## src/rtl/alu_pkg.sv

```systemverilog
// shared types and command codes for the 8/16-bit flag alu
// no dependencies
`default_nettype none

package alu_pkg;

  // command codes
  localparam logic [4:0] CMD_ADD   = 5'd0;
  localparam logic [4:0] CMD_ADC   = 5'd1;
  localparam logic [4:0] CMD_SUB   = 5'd2;
  localparam logic [4:0] CMD_SBC   = 5'd3;
  localparam logic [4:0] CMD_AND   = 5'd4;
  localparam logic [4:0] CMD_XOR   = 5'd5;
  localparam logic [4:0] CMD_OR    = 5'd6;
  localparam logic [4:0] CMD_CP    = 5'd7;
  localparam logic [4:0] CMD_INC   = 5'd8;
  localparam logic [4:0] CMD_DEC   = 5'd9;
  localparam logic [4:0] CMD_RLC   = 5'd10;
  localparam logic [4:0] CMD_RRC   = 5'd11;
  localparam logic [4:0] CMD_RL    = 5'd12;
  localparam logic [4:0] CMD_RR    = 5'd13;
  localparam logic [4:0] CMD_SLA   = 5'd14;
  localparam logic [4:0] CMD_SRA   = 5'd15;
  localparam logic [4:0] CMD_SWAP  = 5'd16;
  localparam logic [4:0] CMD_SRL   = 5'd17;
  localparam logic [4:0] CMD_BIT   = 5'd18;
  localparam logic [4:0] CMD_RES   = 5'd19;
  localparam logic [4:0] CMD_SET   = 5'd20;
  localparam logic [4:0] CMD_ADD16 = 5'd21;
  localparam logic [4:0] CMD_ADDSP = 5'd22;
  localparam logic [4:0] CMD_INC16 = 5'd23;
  localparam logic [4:0] CMD_DEC16 = 5'd24;

  // one command transfer
  typedef struct packed {
    logic [4:0]  command;
    logic [15:0] operand_a;
    logic [15:0] operand_b;
    logic [2:0]  bit_index;
    logic        zero_in;
    logic        subtract_in;
    logic        half_carry_in;
    logic        carry_in;
  } alu_in_t;

  // one result transfer
  typedef struct packed {
    logic [15:0] result;
    logic        zero_out;
    logic        subtract_out;
    logic        half_carry_out;
    logic        carry_out;
  } alu_out_t;

endpackage

`default_nettype wire

```

## src/rtl/alu_core.sv

```systemverilog
// combinational datapath: result word and new flags for one command
// depends on alu_pkg
`default_nettype none

module alu_core (
  input  alu_pkg::alu_in_t  req,
  output alu_pkg::alu_out_t resp
);
  import alu_pkg::*;

  logic [7:0]  a;
  logic [7:0]  b;
  logic        ci;
  logic [8:0]  sum9;
  logic [4:0]  nib5;
  logic [8:0]  diff9;
  logic [4:0]  nibd5;
  logic [7:0]  res8;
  logic [7:0]  mask8;
  logic [16:0] sum17;
  logic [12:0] sum13;
  logic [15:0] res16;
  logic        is8;
  logic        z;
  logic        n;
  logic        h;
  logic        c;

  assign a     = req.operand_a[7:0];
  assign b     = req.operand_b[7:0];
  assign mask8 = 8'd1 << req.bit_index;

  // carry in for the with-carry forms only
  assign ci = ((req.command == CMD_ADC) || (req.command == CMD_SBC)) ? req.carry_in : 1'b0;

  // shared 8-bit adder and subtractor with nibble carries
  assign sum9  = {1'b0, a} + {1'b0, b} + {8'd0, ci};
  assign nib5  = {1'b0, a[3:0]} + {1'b0, b[3:0]} + {4'd0, ci};
  assign diff9 = {1'b0, a} - {1'b0, b} - {8'd0, ci};
  assign nibd5 = {1'b0, a[3:0]} - {1'b0, b[3:0]} - {4'd0, ci};

  // 16-bit add with carries out of bit 11 and bit 15
  assign sum17 = {1'b0, req.operand_a} + {1'b0, req.operand_b};
  assign sum13 = {1'b0, req.operand_a[11:0]} + {1'b0, req.operand_b[11:0]};

  // operation select
  always_comb begin
    res8  = 8'd0;
    res16 = 16'd0;
    is8   = 1'b0;
    z     = req.zero_in;
    n     = req.subtract_in;
    h     = req.half_carry_in;
    c     = req.carry_in;
    unique case (req.command)
      CMD_ADD, CMD_ADC: begin
        is8 = 1'b1; res8 = sum9[7:0];
        n = 1'b0; h = nib5[4]; c = sum9[8];
      end
      CMD_SUB, CMD_SBC, CMD_CP: begin
        is8 = 1'b1; res8 = diff9[7:0];
        n = 1'b1; h = nibd5[4]; c = diff9[8];
      end
      CMD_AND: begin
        is8 = 1'b1; res8 = a & b; n = 1'b0; h = 1'b1; c = 1'b0;
      end
      CMD_XOR: begin
        is8 = 1'b1; res8 = a ^ b; n = 1'b0; h = 1'b0; c = 1'b0;
      end
      CMD_OR: begin
        is8 = 1'b1; res8 = a | b; n = 1'b0; h = 1'b0; c = 1'b0;
      end
      CMD_INC: begin
        is8 = 1'b1; res8 = a + 8'd1; n = 1'b0; h = (a[3:0] == 4'hF);
      end
      CMD_DEC: begin
        is8 = 1'b1; res8 = a - 8'd1; n = 1'b1; h = (a[3:0] == 4'h0);
      end
      CMD_RLC: begin
        is8 = 1'b1; res8 = {a[6:0], a[7]}; n = 1'b0; h = 1'b0; c = a[7];
      end
      CMD_RRC: begin
        is8 = 1'b1; res8 = {a[0], a[7:1]}; n = 1'b0; h = 1'b0; c = a[0];
      end
      CMD_RL: begin
        is8 = 1'b1; res8 = {a[6:0], req.carry_in}; n = 1'b0; h = 1'b0; c = a[7];
      end
      CMD_RR: begin
        is8 = 1'b1; res8 = {req.carry_in, a[7:1]}; n = 1'b0; h = 1'b0; c = a[0];
      end
      CMD_SLA: begin
        is8 = 1'b1; res8 = {a[6:0], 1'b0}; n = 1'b0; h = 1'b0; c = a[7];
      end
      CMD_SRA: begin
        is8 = 1'b1; res8 = {a[7], a[7:1]}; n = 1'b0; h = 1'b0; c = a[0];
      end
      CMD_SWAP: begin
        is8 = 1'b1; res8 = {a[3:0], a[7:4]}; n = 1'b0; h = 1'b0; c = 1'b0;
      end
      CMD_SRL: begin
        is8 = 1'b1; res8 = {1'b0, a[7:1]}; n = 1'b0; h = 1'b0; c = a[0];
      end
      CMD_BIT: begin
        res16 = {8'd0, a};
        z = ((a & mask8) == 8'd0); n = 1'b0; h = 1'b1;
      end
      CMD_RES:   res16 = {8'd0, a & ~mask8};
      CMD_SET:   res16 = {8'd0, a | mask8};
      CMD_ADD16: begin
        res16 = sum17[15:0]; n = 1'b0; h = sum13[12]; c = sum17[16];
      end
      CMD_ADDSP: begin
        res16 = req.operand_a + {{8{b[7]}}, b};
        z = 1'b0; n = 1'b0;
        h = ({1'b0, req.operand_a[3:0]} + {1'b0, b[3:0]}) >> 4 != 5'd0;
        c = ({1'b0, req.operand_a[7:0]} + {1'b0, b}) >> 8 != 9'd0;
      end
      CMD_INC16: res16 = req.operand_a + 16'd1;
      CMD_DEC16: res16 = req.operand_a - 16'd1;
      default:   res16 = 16'd0;
    endcase
    // 8-bit forms set zero from the byte; compare keeps the accumulator
    if (is8) begin
      z     = (res8 == 8'd0);
      res16 = (req.command == CMD_CP) ? {8'd0, a} : {8'd0, res8};
    end
  end

  assign resp.result         = res16;
  assign resp.zero_out       = z;
  assign resp.subtract_out   = n;
  assign resp.half_carry_out = h;
  assign resp.carry_out      = c;

endmodule

`default_nettype wire

```

## src/rtl/cpu_alu_with_flags.sv

```systemverilog
// top level of the 8/16-bit alu with zero, subtract, half-carry and carry flags
// depends on alu_pkg and alu_core
//
// usage
//   a command transfer is taken at a rising edge with start high and busy low;
//   request carries the command, both operands, the bit index and the four
//   incoming flags
//   busy is low at all times outside reset, so a new command can be issued on
//   every cycle
//   the result appears on response with done high for exactly one cycle
//   path: the command is registered in the input register when taken, then the
//   result and done are registered in the result register
//   throughput: one command per cycle, set by the single register-to-register
//   pass through the alu datapath
//   reset: synchronous and active high; busy is high while rst is high, the
//   pipeline valid bits are cleared and no done strobe follows a command taken
//   before reset
//   the receiver cannot stall: each result is taken in its done cycle
`default_nettype none

module cpu_alu_with_flags (
  input  wire                clk,
  input  wire                rst,
  input  wire                start,
  output logic               busy,
  input  alu_pkg::alu_in_t   request,
  output logic               done,
  output alu_pkg::alu_out_t  response
);
  import alu_pkg::*;

  logic     stage_valid;
  alu_in_t  stage_req;
  alu_out_t response_next;

  // only reset holds off a transfer
  assign busy = rst;

  // input register
  always_ff @(posedge clk) begin
    if (rst) begin
      stage_valid <= 1'b0;
    end else begin
      stage_valid <= start;
    end
  end

  always_ff @(posedge clk) begin
    if (start && !busy) begin
      stage_req <= request;
    end
  end

  // datapath
  alu_core u_core (
    .req  (stage_req),
    .resp (response_next)
  );

  // result register and strobe
  always_ff @(posedge clk) begin
    if (rst) begin
      done <= 1'b0;
    end else begin
      done <= stage_valid;
    end
  end

  always_ff @(posedge clk) begin
    if (stage_valid) begin
      response <= response_next;
    end
  end

endmodule

`default_nettype wire

```

## config.mk

```make
export PLATFORM = sky130hd
export DESIGN_NAME = cpu_alu_with_flags
export DESIGN_NICKNAME = d
export VERILOG_FILES = /design/src/rtl/alu_pkg.sv /design/src/rtl/alu_core.sv /design/src/rtl/cpu_alu_with_flags.sv
export SDC_FILE = /design/constraint.sdc
export NUM_CORES = 1
export LEC_CHECK = 0
export BUFFER_PORTS_ARGS = -buffer_cell sky130_fd_sc_hd__buf_2
export CAP_MARGIN = 20
export CORE_MARGIN = 4
export CORE_UTILIZATION = 60
export DETAILED_ROUTE_END_ITERATION = 16
export GPL_ROUTABILITY_DRIVEN = 0
export PLACE_DENSITY = 0.82
export SYNTH_ARGS = -nofsm -noshare
export SYNTH_HDL_FRONTEND = slang
export SYNTH_HIERARCHICAL = 1
export SYNTH_SLANG_ARGS = --single-unit
export TNS_END_PERCENT = 1
```

## constraint.sdc

```tcl
create_clock -name clk -period 4.7 [get_ports clk]
set_input_delay 0.235 -clock clk [delete_from_list [all_inputs] [get_ports clk]]
set_output_delay 0.235 -clock clk [all_outputs]
set_load 0.03 [all_outputs]
```

# Word level (Yosys, flattened, before mapping)
# Index checks and enable logic that the tools add are counted.
[totals] reg_bits=66 in_bits=47
[op_classes] n_eq_ne=25 n_reduce_logical=17 n_shift=1 n_bitwise=7 n_addsub=15 muxes=11
[op_table] cell="case mux 8 bit (15 select lines)" count=1
[op_table] cell="case mux 16 bit (7 select lines)" count=1
[op_table] cell="equality test 5 bit (second input constant)" count=9
[op_table] cell="equality test 5 x 4 -> 1 bit (second input constant)" count=8
[op_table] cell="bitwise AND 8 bit" count=3
[op_table] cell="equality test 5 x 3 -> 1 bit (second input constant)" count=4
[op_table] cell="OR reduction 18 bit" count=1
[op_table] cell="adder 16 x 16 -> 17 bit" count=1
[op_table] cell="OR reduction 17 bit" count=1
[op_table] cell="adder 16 x 1 -> 16 bit (second input constant)" count=1
[op_table] cell="adder 16 bit" count=1
[op_table] cell="zero test 8 bit" count=2
[op_table] cell="2-to-1 mux 16 bit" count=1
[op_table] cell="OR 8 bit" count=2
[op_table] cell="subtractor 16 x 1 -> 16 bit (second input constant)" count=1
[op_table] cell="adder 12 x 12 -> 13 bit" count=1
[op_table] cell="OR reduction 4 bit" count=3
[op_table] cell="equality test 5 x 2 -> 1 bit (second input constant)" count=2
[op_table] cell="OR reduction 10 bit" count=1
[op_table] cell="adder 8 x 8 -> 9 bit" count=1
[op_table] cell="adder 9 x 1 -> 9 bit" count=1
[op_table] cell="subtractor 8 x 8 -> 9 bit" count=1
[op_table] cell="subtractor 9 x 1 -> 9 bit" count=1
[op_table] cell="adder 8 x 1 -> 8 bit (second input constant)" count=1
[op_table] cell="other kinds (22)" count=27

# Logic depth before layout (Yosys ltp)
# Gate-level depths: netlist (run 1).
[depth] ltp_word=7 ltp_mapped=16

# Hierarchy
# Netlist (run 1), hierarchy kept.
[modules_own_cells] module="alu_core" cells_each=579 area_per_inst_um2=4050.1 instances=1
[modules_own_cells] module="cpu_alu_with_flags" cells_each=70 area_per_inst_um2=1988.2 instances=1

# Worst setup path before layout (run 1)
# No wires, ideal clock.
[synth_timing] kind="register to register" from="register stage_req[39] in the netlist's numbering" to="register response[19] in the netlist's numbering, data pin" n_path_buf=3 synth_period_minus_slack_ns=3.513 path_stages_with_launch=17 arrival_ns=3.242 slack_ns=1.187 required_ns=4.429 path_cell_list="edfxtp_1 clkbuf_1 nand2_1 o21ai_0 and2_1 clkbuf_1 clkbuf_1 o21ai_0 ha_1 o21ai_0 a21oi_1 o41ai_1 a21oi_1 a41oi_1 o21ai_0 xnor2_1 o22ai_1"
[synth_rtl] item="start: declaration" line="cpu_alu_with_flags.sv:33" text="alu_in_t stage_req;"
[synth_rtl] item="start signal: assignment" line="cpu_alu_with_flags.sv:50" text="stage_req <= request;"
[synth_rtl] item="end signal: assignment" line="cpu_alu_with_flags.sv:71" text="response <= response_next;"
[synth_rtl] item="end: declaration" line="cpu_alu_with_flags.sv:28" text="output alu_pkg::alu_out_t response"

==> run metrics, run 1 <==
status finished clean; MaxCap Viol Count 0; Final ANT Viol Nets 0; CTS tree built; Mean Syn Cell Area around 9.3 sq um; data required time of the worst path between 4 and 5 ns; initial antenna violation count 2; Slew headroom 27.6%; post-synthesis sequential area ratio 32.5%; wire per inst between 20 and 25 um; total congestion overflow 0; die extent in x about 110 um; worst slew pin tran around 1.1 ns; Worst-path clk slew roughly 0.080 ns; min Tclk post-route around 4.1 ns; Max IR drop VDD between 0.15 and 0.2 mV; crit-path max FO 25; largest net degree at the start of global routing 45; RSZ-0062 raised after global routing false; fin crit share just under 90%; flops & latches, synth 66; Hold WS approximately 0.047 ns; commonest non-fill, non-tap cell in the layout buf_2; fmax 0.245 GHz; DPL Wire Length roughly 13 mm; Ys Warns 6; Floorplan Core Area ~0.01 sq mm; TNS Setup 0 ns; CTS H-Tree Depth 3; worst setup path class reg -> reg; IO buf count a little under 70; Vias roughly 5,700; fin. max-slew vios 0; hold_buf cts 0; postcts setup bufs 0; die area between 0.01 and 0.015 sq mm; vias in the first global route roughly 5,400; Main synth FF type edfxtp_1; Final Hold Fails 0; Die Y roughly 110 um; PwrDens roughly 280 mW/mm^2; Async S/R FF share, synth 0%; area post-placement 0.00646 sq mm; Ports 69; Initial Util between 60 and 70%; R2R Setup Slk between 0.6 and 0.7 ns; Bufs on Longest Clock Path 2; Hold Crit Class in -> reg; Routed WL ~18 mm; DRC 0; Area growth syn-to-layout 9.68%; Root Buffer clkbuf_8; Mapped Nets between 700 and 800; most frequent cells in the layout buf_2 (68), edfxtp_1 (64), ha_1 (63); Nets about 820; Post-synth EDFFs 64; # fillers roughly 800; Num CTS Buffers 9; Iter 0 DRT Violations between 600 and 700; Cell variety after synth just under 80; Skew-Pair Late Insertion Delay 0.36 ns; Design Area, Final 0.00662 sq mm; cts repair resizes 0; gr usage total between 30% and 40%; Final setup viols 0; Post-Synthesis Cell Area roughly 0.0060 sq mm; Worst Skew ~0.012 ns; Sink Count 66; Setup crit start kind flip-flop; Detailed Routing Iterations Pass 1 7; first-pass GRT wire length between 20 and 30 mm; LEAKAGE around 0.0027 uW; post-synthesis cell count 649; Arr. time, crit path 4.16 ns; Row Count 36; vias per cell roughly 6.8; CP Capture Type flip-flop; share of layout cells above drive strength 1 15.8%
-- per-layer routing --
metal | vias up | global-route usage, % | share of wire (%)
met5 | - | 0 | 0.17
met4 | 2 | 17.9 | 6.2
met3 | 122 | 7.34 | 12
met2 | 420 | 47.2 | 44
met1 | 2612 | 38.7 | 38
li1 | 2553 | - | -
-- synthesized netlist by cell type (all sizes together), types with 9 or more instances --
library cell | count | area (sq um)
edfxtp | 64 | 1920
ha | 63 | 788
o21ai | 57 | 285
nor2 | 46 | 183
nand2 | 42 | 158
a21oi | 39 | 195
inv | 32 | 120
xnor2 | 31 | 279
xor2 | 21 | 191
clkbuf | 17 | 63.8
nor3 | 16 | 85.1
nand3 | 15 | 75.1
buf | 13 | 90.1
nor2b | 13 | 81.3
nand2b | 11 | 68.8
a21o | 10 | 75.1
and2 | 10 | 65.1
o22ai | 10 | 62.6
and3 | 9 | 56.3
-- cells by family (layout without fill, tap and decap cells) --
kind of cell    count (synthesis)  count (layout)  share of synthesized area, %
mux                             5               5                         0.850
simple gates                  194             194                          16.9
other cells                     0               1                             0
compound gates                202             202                          22.8
fa+ha+maj                      68              68                          14.7
buf+inv                        62             124                          4.54
xor+xnor                       52              52                          7.79
flops                          66              66                          32.5
-- critical path: stages, from the launching register on --
cell and delay, ns:
edfxtp_1 0.82, nor2b_1 0.37, nand2_1 0.08, o21ai_0 0.09, and2_1 0.27, o21ai_0 0.13
ha_1 0.36, o21ai_0 0.25, a21oi_1 0.11, o41ai_1 0.37, a21oi_1 0.16, a41oi_1 0.33
o21ai_0 0.18, xnor2_1 0.20, o22ai_1 0.09
-- through the flow --
step	setup WS [ns]	instances	total power (uW)	utilization [%]
after detailed placement	0.693	828	1450	66.1
after global placement	0.978	828	1430	66.1
after global routing	0.222	845	1980	67.8
after CTS	0.710	844	1870	67.7
final	0.626	845	1880	67.8
after floorplan	1.19	649	1270	-
-- state kept, by name, indices dropped and copies added, names as in the netlist --
register and cells:
stage_req 44, response 20, done 1, stage_valid 1
-- power breakdown --
group | total, uW | leakage, uW | switching (uW) | internal (uW)
Combinational | 710 | 0.00202 | 425 | 286
Sequential | 758 | 0.000603 | 57.3 | 701
Clock | 413 | 0.0000811 | 223 | 190
Total | 1880 | 0.00271 | 705 | 1180
-- final timing paths --
path	startpoint	endpoint	cells after the start
worst max-delay path	stage_req[42]	response[19]	14
worst min-delay path	request[7]	stage_req[7]	1
worst max register to register	stage_req[42]	response[19]	14
worst min register to register	stage_req[2]	response[2]	2
-- area by class of cell --
class,instances,area [sq um],share of cell area [%]
antenna,1,2.50,0.0378
timing repair buffer,76,400,6.05
clock inverter,5,30.0,0.453
sequential,66,1960,29.6
tap,133,166,2.51
clock buffer,11,131,1.98
multi-input combinational,521,3810,57.5
inverter,32,120,1.81
(Power assumes the default switching activity.)
==> run 2: changes to the inputs <==
Settings changed: CORE_UTILIZATION 60 to 45, PLACE_DENSITY 0.82 to 0.64, SYNTH_HIERARCHICAL 1 to unset.
==> run 2 against run 1 <==
Effect of this change:
- clock skew down 0.0058 ns
- synthesized cell count increased by 2.6%
- global-route usage fell by 7.5 points
- first-iteration DRC count decreased by 5.8%
- utilization is 16 points lower
- die area is 32% higher
- power rose by 15%
- clock power increased by 60%
- register-to-register slack worse by 0.08 ns
- fmax down 2.0%
- critical endpoint is now response[18]
==> run metrics, run 2 <==
top-count cell post-synth edfxtp_1; Main synth FF type edfxtp_1; CTS tree built; RSZ-0062 raised after global routing false; Hold Crit Class in -> reg; Mapped Nets 781; antenna cell count 0; Final Hold Fails 0; Post-Synthesis Cell Area 0.00610 sq mm; largest family of logic cells by synthesized area compound AO/OA/AOI/OAI gates; fmax around 0.24 GHz; Post-synth top cells edfxtp_1 (64), ha_1 (63), nand2_1 (52), o21ai_0 (47), a21oi_1 (41); Iter 0 DRT Violations around 650; total congestion overflow 0; CP Capture Type flip-flop; Skew-Pair Late Insertion Delay 0.35 ns; Post-synth EDFFs 64; Cell variety after synth between 70 and 80; Worst Skew between 0.006 and 0.007 ns; TNS Setup 0 ns; IO buf count 68; global route hottest layer met2; Worst-path clk slew approximately 0.060 ns; Inst Count DP about 890; Ports 69; post-synthesis xor/xnor area fraction about 7.6%; Die Y approximately 120 um; status finished clean; initial antenna violation count 0; Reg with most FFs stage_req; Final ANT Viol Nets 0; most frequent cells in the layout buf_2 (68), edfxtp_1 (64), ha_1 (63); met3 global-route usage under 10%; gr usage total around 23%; Mean Syn Cell Area 9.16 sq um; first-pass GRT wire length 28.3 mm; Sink Count 66; hold_buf cts 0; vias per cell slightly above 6; Setup crit start kind flip-flop; largest net degree at the start of global routing between 40 and 50; flops & latches, synth 66; Routed WL about 18 mm; CTS H-Tree Depth 3; share of layout cells above drive strength 1 16.1%; fin. max-slew vios 0; Vias 5,610; Final setup viols 0; fin crit share about 88%; biggest regs stage_req: 44 flops, response: 20 flops; PwrDens 312 mW/mm^2; Ys Warns 0; die extent in x approximately 120 um; die area roughly 0.015 sq mm; cts repair resizes 0; worst setup path class reg -> reg; cell taking the most area after synthesis edfxtp_1; Nets ~840; data required time of the worst path about 4.8 ns; complex-gate fraction of the synthesized area ~23%; GR Util met1 between 30% and 40%; Bufs on Longest Clock Path 2; Post-Synth Simple-Gate Area between 10% and 20%; Initial Util 46.1%; met2 Use GR between 30% and 40%; filler-free cell count of the finished design 909; area share of fa/ha/maj cells after synthesis 14.6%; Async S/R FF share, synth 0%; Root Buffer clkbuf_16; max FFs per register 44; postcts setup bufs 0; Num CTS Buffers 9; Arr. time, crit path 4.23 ns; post-synth top area share between 30% and 40%; commonest non-fill, non-tap cell in the layout buf_2; # fillers around 1,300; Max IR drop VDD 0.141 mV; post-synthesis cell count about 670; worst slew pin tran ~0.93 ns; post-synthesis mux area share less than 1%; crit-path max FO 17; Area growth syn-to-layout 13.1%; Synth area leaders edfxtp_1 (32%), ha_1 (13%), xnor2_1 (3.9%); wire per inst between 15 and 20 um; min Tclk post-route 4.16 ns; Row Count 42; Slew headroom 38.1%; Detailed Routing Iterations Pass 1 9; Floorplan Core Area 0.0132 sq mm; MaxCap Viol Count 0; DRC 0; post-synthesis sequential area ratio 32.2%; vias in the first global route around 5,300; LEAKAGE ~0.0028 uW; DPL Wire Length 13.6 mm
run 2: cell count changes after synthesis, sizes merged, moves of 5 or more:
cell / before / now
a31oi: 4 / 9
and2: 10 / 4
and3: 9 / 4
inv: 32 / 40
nand2: 42 / 52
nand3: 15 / 29
nand4: 6 / 11
nor2: 46 / 38
nor3: 16 / 22
o21ai: 57 / 51
o22ai: 10 / 18
run 2: stage by stage:
stage          instance area, sq um  worst slack (ns)  hold WS, ns  util [%]  total power, uW
4_1_cts                        6900             0.626       0.0419      52.1             2160
3_5_place_dp                   6610             0.633        0.413      49.9             1480
5_1_grt                        6900             0.247       0.0471      52.1             2280
2_1_floorplan                  6100              1.06        0.307         -             1290
3_3_place_gp                   6610             0.806        0.411      49.9             1470
6_report                       6900             0.542       0.0569      52.1             2160
run 2: per-layer routing:
metal  share of wire [%]  vias up
li1                    -     2641
met1                  41     2597
met2                  44      304
met5                   0        -
met3                  11       68
met4                 3.9        0
run 2: power by group:
| group | switching, uW | leakage, uW | internal (uW) | total, uW |
|---|---|---|---|---|
| registers | 51.9 | 0.000603 | 702 | 754 |
| clock network | 253 | 0.000133 | 408 | 661 |
| logic | 449 | 0.00202 | 291 | 741 |
| total | 755 | 0.00275 | 1400 | 2160 |
run 2: area by class of cell:
cell class / count / area (sq um) / share of cell area (%)
well taps: 176 / 220 / 3.19
clock inverters: 7 / 68.8 / 0.997
flip-flops and latches: 66 / 1960 / 28.4
multi-input cells: 532 / 3850 / 55.8
clock buffers: 9 / 225 / 3.26
inverters: 40 / 150 / 2.18
repair buffers: 79 / 423 / 6.13
run 2: cells by family (layout without fill, tap and decap cells):
| family | Yosys count | after routing |
|---|---|---|
| buffers and inverters | 68 | 135 |
| DFF | 66 | 66 |
| and+or+nand+nor | 207 | 207 |
| adders and majority gates | 68 | 68 |
| AOI/OAI and AO/OA | 203 | 203 |
| muxes | 3 | 3 |
| xor gates and xnor gates | 51 | 51 |
run 2: path summary, 6_finish.rpt:
check | to | cells past startpoint | from | slack, ns
setup / recovery | response[18] | 15 | stage_req[41] | 0.54
hold / removal | stage_req[19] | 1 | request[19] | 0.06
setup reg to reg | response[18] | 15 | stage_req[41] | 0.54
hold reg to reg | response[1] | 2 | stage_req[1] | 0.62
run 2: worst max-delay path, cell delays in order (launching register included):
cell and delay (ns):
edfxtp_1 0.65, nand2b_1 0.32, nor3_1 0.34, a31oi_1 0.11, nor2_1 0.13, buf_4 0.19, o21ai_0 0.12, ha_1 0.37
nand2b_1 0.13, a21oi_1 0.09, o31ai_1 0.37, o21ai_0 0.21, o41a_1 0.38, a31oi_1 0.21, xor2_1 0.16, o22ai_1 0.09
